--- src/hdl/icp_div.sv ---
`timescale 1ns / 1ps
// ----------------------------------------------------------------------------
// icp_div: pipelined ratio divider
// Computes t = cnt * 2^FRAC_BITS / mx for cnt <= mx, one quotient bit per
// register stage (restoring division). A full count gives t = 1 exactly.
// ----------------------------------------------------------------------------
module icp_div #(
  parameter int CNT_W     = 16,
  parameter int FRAC_BITS = 16
) (
  input  logic                 clk,
  input  logic                 rst,
  input  logic                 in_valid,
  input  logic [CNT_W-1:0]     in_cnt,
  input  logic                 in_full,
  input  logic [CNT_W-1:0]     mx,
  output logic                 out_valid,
  output logic [FRAC_BITS:0]   out_t
);

  logic                 valid [0:FRAC_BITS];
  logic                 full  [0:FRAC_BITS];
  logic [CNT_W-1:0]     rem   [0:FRAC_BITS];
  logic [FRAC_BITS-1:0] quo   [0:FRAC_BITS];
  logic                 mx_nz;

  assign mx_nz = (mx != '0);

  always_ff @(posedge clk) begin
    if (rst) begin
      valid[0] <= 1'b0;
    end else begin
      valid[0] <= in_valid;
    end
    full[0] <= in_full;
    rem[0]  <= in_full ? '0 : in_cnt;
    quo[0]  <= '0;
  end

  for (genvar k = 0; k < FRAC_BITS; k++) begin : g_step
    logic [CNT_W:0] shl;
    logic [CNT_W:0] diff;
    logic           geq;

    assign shl  = {rem[k], 1'b0};
    assign diff = shl - {1'b0, mx};
    assign geq  = mx_nz && (shl >= {1'b0, mx});

    always_ff @(posedge clk) begin
      if (rst) begin
        valid[k+1] <= 1'b0;
      end else begin
        valid[k+1] <= valid[k];
      end
      full[k+1] <= full[k];
      rem[k+1]  <= geq ? diff[CNT_W-1:0] : shl[CNT_W-1:0];
      quo[k+1]  <= {quo[k][FRAC_BITS-2:0], geq};
    end
  end

  assign out_valid = valid[FRAC_BITS];
  assign out_t     = {full[FRAC_BITS], quo[FRAC_BITS]};

endmodule

--- config.mk ---
export PLATFORM = sky130hd
export DESIGN_NAME = icp_div
export DESIGN_NICKNAME = d
export VERILOG_FILES = /design/src/hdl/icp_div.sv
export SDC_FILE = /design/constraint.sdc
export NUM_CORES = 1
export LEC_CHECK = 0
export BUFFER_PORTS_ARGS = -buffer_cell sky130_fd_sc_hd__buf_2
export CAP_MARGIN = 20
export CORE_MARGIN = 1
export CORE_UTILIZATION = 45
export CTS_CLUSTER_DIAMETER = 50
export DETAILED_ROUTE_END_ITERATION = 7
export PLACE_DENSITY_LB_ADDON = 0.08
export SETUP_SLACK_MARGIN = 0.2
export SLEW_MARGIN = 20
export SYNTH_ARGS = -nofsm -noshare
export SYNTH_HDL_FRONTEND = slang
export SYNTH_SLANG_ARGS = --single-unit
export TNS_END_PERCENT = 5
--- constraint.sdc ---
create_clock -name clk -period 5.9 [get_ports clk]
set_clock_uncertainty 0.15 [all_clocks]
set_input_delay 0.59 -clock clk [delete_from_list [all_inputs] [get_ports clk]]
set_output_delay 0.59 -clock clk [all_outputs]
set_load 0.01 [all_outputs]
# Yosys cells after proc, flatten, opt, wreduce, memory -nomap -nowiden
# Memory sizes are Yosys's and may differ from the RTL's.
# Cells that the tools add are included.
totals:
  output_inout_bits: 18
  inputBits: 36
  mem_bits_rw: 578
  register_bits: 0
  memories: 4
  word_cells: 107
classes:
  n_reduce_logical: 17
  n_bitwise: 17
  n_lt_le_gt_ge: 16
  add_sub_neg: 16
  mux: 37
mem_list:
  columns: ["memory", "depth", "width", "rd", "rd_ports_with_merged_regs", "write_ports", "line_no", "source"]
  rows:
  - ["quo", 17, 16, 17, 0, 17, "24", "logic [FRAC_BITS-1:0] quo [0:FRAC_BITS];"]
  - ["rem", 17, 16, 16, 0, 17, "23", "logic [CNT_W-1:0] rem [0:FRAC_BITS];"]
  - ["full", 17, 1, 17, 0, 17, "22", "logic full [0:FRAC_BITS];"]
  - ["valid", 17, 1, 17, 0, 17, "21", "logic valid [0:FRAC_BITS];"]
ops:
  columns: ["cell", "n"]
  rows:
  - ["$ge 17x16->1", 16]
  - ["$mux 16", 17]
  - ["$sub 16x16->16", 16]
  - ["$mux 1", 20]
  - ["$or 1x1->1", 17]
  - ["$logic_and 1x1->1", 16]
  - ["$reduce_bool 16->1", 1]

# Depth between registers and ports, before layout
# An unclocked memory read counts as a cell.
depth:
  depth_word: 4
  depth_mapped: 12
  depth_no_buf: 10

# Worst setup path after synthesis
# Ideal clock, no wire load.
synth_timing:
  kind: "input to register"
  from: "in mx[6]"
  to: "mem rem[1][9] (netlist: rem[0][25])"
  setup_ns: 0.121
  arrival_ns: 3.382
  stages: 11
  n_path_buf: 1
  required_time_ns: 5.629
  path_slack_ns: 2.246
  path_cell_list: "inv_1 -> ha_1 -> a21o_1 -> a21o_1 -> a21o_1 -> or4b_4 -> a21oi_2 -> nor2_2 -> o31ai_4 -> buf_8 -> mux2_4"
synth_rtl:
  columns: ["element", "line_no", "source"]
  rows:
  - ["start: declaration", "16", "input logic [CNT_W-1:0] mx,"]
  - ["end: declaration", "23", null]

==> results by stage <==
Status:
- The flow ran to the end, and the final reports show no timing, DRC or antenna violations.

Yosys:
- The Yosys step of the flow raised 0 warnings.
- The cell taking the most area after synthesis is sky130_fd_sc_hd__dfxtp_1.
- The post-synthesis instance total is around 2400.
- The flip-flop cell with the highest count after synthesis is sky130_fd_sc_hd__dfxtp_1.
- For this run, the register share of the synthesized area comes to 0.373.
- The count of unique library cells instantiated by Yosys is 76.
- The flip-flop and latch count after synthesis is 426.
- Of the post-synthesis cell area, the dominant cell type holds 0.373.
- The synthesized net count is between 2000 and 3000.
- Sorting the synthesized cells by area gives the leading types as sky130_fd_sc_hd__dfxtp_1 (37%), sky130_fd_sc_hd__ha_1 (14%), sky130_fd_sc_hd__mux2_2 (7.3%).
- The mean instance size in the synthesized netlist is a little under 10 um2.
- The synthesized netlist occupies a cell area of between 0.02 and 0.025 mm2.
- For this run, asynchronously set or reset flops after synthesis account for 0.
- Yosys mapped a number of flops with a built-in enable equal to 0.

Worst setup path:
- Along the worst path, the maximum fanout reaches 17.
- The critical path is of the in -> reg type.
- The type of destination of the critical path is a register.
- The critical path buffer and inverter count is 2.
- The worst reg2reg path depth is 9.
- The library cell contributing the largest single delay on the critical path is sky130_fd_sc_hd__o31ai_4.
- The type of element launching the critical path is an input port.
- The kind of cell adding the most delay to the critical path is compound AO/OA/AOI/OAI gates.
- The signal on the critical path passes through buf_2 -> inv_1 -> ha_1 -> a21oi_1 -> or4b_4 -> a21oi_2 -> nor2_2 -> o31ai_4 -> mux2_2.
- The largest single stage delay on the critical path is ~0.88 ns.
- The path length in cells of the critical path is 9.
- The worst endpoint required time is 6.23 ns.
- At the worst endpoint, the arrival time is ~4.0 ns.

Timing:
- The final period demand of the worst path is around 3.6 ns.
- The setup TNS is 0 ns.
- Setup violations remaining at the end of the flow were counted as 0.
- Of the available clock period, the critical path in the final layout requires 0.614.
- The number of max-slew violations in the final report is 0.
- The remaining max-slew budget at the tightest pin is 0.266.
- The final hold violation count is 0.
- Setup repair after global routing left no endpoint under its margin.
- Based on the critical path, the design can be clocked at up to 0.276 GHz.
- At the pin with the least slew margin, the transition time is between 1 and 1.5 ns.

Detailed routing:
- The detailed router finished its first iteration with 790 violations.
- The routed layout has 17400 vias.
- The total wirelength of the detailed-routed design is around 57 mm.
- In this run the remaining antenna-violating nets after routing total 0.
- The detailed-route DRC error count is 0.
- Using the TritonRoute via totals, the vias-per-cell ratio works out to ~5.5.
- Dividing the detail-routed wire length by the instance count gives 18.2 um.
- The detailed-router iteration count before antenna repair is 6.

Clocking:
- The clock-pin slew on the worst setup and hold paths is 0.06 ns.
- The buffer depth of the longest clock path is 3.
- The number of gates resized after CTS is 0.
- The post-CTS setup buffer count is 0.
- In this run, post-CTS hold repair placed 0 buffers.
- The clock sink count is 426.
- The number of buffers inserted during clock tree synthesis is 54.
- The clock tree root buffer cell is sky130_fd_sc_hd__clkbuf_16.
- The clock tree synthesis step divided the H-tree into 2 levels.
- The insertion delay to the later sink of the worst-skew pair is roughly 0.60 ns.
- The TritonCTS clock tree is yes.

Placed design:
- Buffers placed on the I/O ports in this run total 53.
- Including well taps, the total number of placed cells is about 3000.
- The wire-length estimate of the detail-placed layout is 41.2 mm.
- Routability-driven placement finished with a final weighted congestion of between 0.9 and 1.

Floorplan:
- Measured along the y axis, the die boundary spans about 230 um.
- The initial utilization of the core area, before any placement, comes to 0.455.
- In this run the core area contains ~80 standard-cell rows.
- The floorplan step set the die width to between 200 and 250 um.
- The placeable core area is roughly 0.05 mm2.
- The full die area is ~0.052 mm2.
- The number of top-level pins is 54.

Min path:
- In this run the worst hold path is classified as in -> reg.
- The number of cells traversed by the worst hold path is 2.

Cells and area:
- The final layout contains 2741 nets.
- Once layout is complete, the utilization of the core stands at 0.515.
- In the final layout, the share of cells above drive strength 1 is 0.149.
- Once layout is complete, the cells apart from fillers number 3150.
- The antenna diode count is 0.
- Compared with the post-synthesis result, the final layout area differs by 13.1%.

Global route:
- The largest net degree at the start of global routing is 33.
- The total global routing overflow is 0.
- The overall global routing resource usage is 0.226.
- The via count of the first global-routing pass was approximately 17000.
- The first global-routing pass estimated 91.0 mm of wire.
- The number of antenna violations at the first check in global routing is 0.

Pwr:
- The worst supply voltage drop on vdd is about 0.4 mV.
- After layout, the design draws a total of 16.9 mW.
- The cell leakage power is 11.2 nW.
- Dividing total power by cell area gives a power density of roughly 660 mW/mm2.

Run:
- The total of max-cap violations is 0.
## cell usage in the layout (no fill, tap or decap), types with 30 or more instances in the layout
cell and n:
sky130_fd_sc_hd__dfxtp_1 426, sky130_fd_sc_hd__ha_1 255, sky130_fd_sc_hd__a21oi_1 166, sky130_fd_sc_hd__o21ai_0 163, sky130_fd_sc_hd__mux2_2 149, sky130_fd_sc_hd__nor2_1 142, sky130_fd_sc_hd__nand2_1 135, sky130_fd_sc_hd__xnor2_1 110
sky130_fd_sc_hd__nor2b_1 83, sky130_fd_sc_hd__inv_1 71, sky130_fd_sc_hd__a21o_1 62, sky130_fd_sc_hd__o21a_1 58, sky130_fd_sc_hd__xor2_1 57, sky130_fd_sc_hd__clkbuf_16 57, sky130_fd_sc_hd__buf_2 53, sky130_fd_sc_hd__nor3_1 36
sky130_fd_sc_hd__nand2b_1 32, sky130_fd_sc_hd__buf_4 30
## where the power goes
part           internal, mW  switching [mW]  leakage [nW]
logic                  4.11            4.35          6.71
registers              4.25           0.681          3.58
clock network          2.22            1.32         0.942
## metrics by stage
stage	cell area (um2)	hold slack [ns]	setup slack, ns
floorplan	22800	0.160	2.25
global placement	23900	0.160	1.68
detailed placement	23900	0.162	1.63
CTS	25800	0.0136	2.27
global route	25800	0.0406	2.08
finish	25800	0.0542	2.28
## worst register-to-register path, delay by kind of cell (launching register included)
kind | cells | cell delay [ns]
multiplexers | 1 | 0.43
AO/OA/AOI/OAI | 5 | 1.59
flip-flops | 1 | 0.32
AND/OR/NAND/NOR | 2 | 0.60
adder cells (fa/ha/maj) | 1 | 0.33
## per-layer routing
metal / wire length [um] / global-route usage / up-vias
met5: 0 / 0 / -
met4: 2290 / 0.0994 / 0
met3: 2380 / 0.0387 / 139
met2: 28300 / 0.404 / 356
met1: 24400 / 0.263 / 8212
li1: - / - / 8717
## sequential cells by signal, summed over array words and instances (netlist names)
| signal | cells |
|---|---|
| full | 17 |
| valid | 17 |
| quo | 136 |
| rem | 256 |
## worst paths after layout
check	start	endpoint	slack, ns
worst max-delay path	mx[10]	rem[0][22]$_DFF_P_	2.28
worst min-delay path	in_cnt[13]	rem[0][13]$_SDFF_PP0_	0.05
worst max register to register	rem[0][5]$_SDFF_PP0_	rem[0][22]$_DFF_P_	2.38
worst min register to register	full[0][6]$_DFF_P_	full[0][7]$_DFF_P_	0.17
## cell type report
class	count	area, um2
Clock inverter	26	385
Inverter	72	270
Clock buffer	73	1570
Tap cell	672	841
Fill cell	4533	24300
Sequential cell	426	8530
Timing Repair Buffer	83	490
Multi-Input combinational cell	1798	13800
## synth_stat cells (6+ instances only)
cell type / instances
sky130_fd_sc_hd__dfxtp_1: 426
sky130_fd_sc_hd__ha_1: 255
sky130_fd_sc_hd__a21oi_1: 167
sky130_fd_sc_hd__o21ai_0: 164
sky130_fd_sc_hd__mux2_2: 149
sky130_fd_sc_hd__nor2_1: 142
sky130_fd_sc_hd__nand2_1: 135
sky130_fd_sc_hd__xnor2_1: 110
sky130_fd_sc_hd__nor2b_1: 83
sky130_fd_sc_hd__inv_1: 71
sky130_fd_sc_hd__a21o_1: 62
sky130_fd_sc_hd__o21a_1: 58
sky130_fd_sc_hd__xor2_1: 57
sky130_fd_sc_hd__nor3_1: 36
sky130_fd_sc_hd__nand2b_1: 32
sky130_fd_sc_hd__nand4_1: 29
sky130_fd_sc_hd__nand3_1: 26
sky130_fd_sc_hd__clkbuf_1: 25
sky130_fd_sc_hd__a211oi_1: 19
sky130_fd_sc_hd__a31oi_1: 19
sky130_fd_sc_hd__buf_4: 19
sky130_fd_sc_hd__o31ai_1: 18
sky130_fd_sc_hd__mux2i_1: 17
sky130_fd_sc_hd__o31a_1: 17
sky130_fd_sc_hd__fa_1: 15
sky130_fd_sc_hd__buf_2: 11
sky130_fd_sc_hd__nor4_1: 11
sky130_fd_sc_hd__o21bai_1: 11
sky130_fd_sc_hd__a21boi_0: 10
sky130_fd_sc_hd__a31o_2: 10
sky130_fd_sc_hd__or3_1: 10
sky130_fd_sc_hd__a211o_1: 9
sky130_fd_sc_hd__and2_1: 9
sky130_fd_sc_hd__a2111oi_0: 8
sky130_fd_sc_hd__and4_1: 8
sky130_fd_sc_hd__o211ai_1: 8
sky130_fd_sc_hd__a21oi_2: 7
sky130_fd_sc_hd__mux2_4: 6
sky130_fd_sc_hd__o22ai_1: 6
## kinds of logic after synthesis
group | count (synthesis) | synth area share
xor gates and xnor gates | 167 | 0.0640
muxes | 172 | 0.0848
and+or+nand+nor | 547 | 0.119
adders and majority gates | 270 | 0.153
buffers and inverters | 128 | 0.0252
DFF | 426 | 0.373
AOI/OAI and AO/OA | 642 | 0.181
No activity file was read; power rests on OpenSTA's default activity.
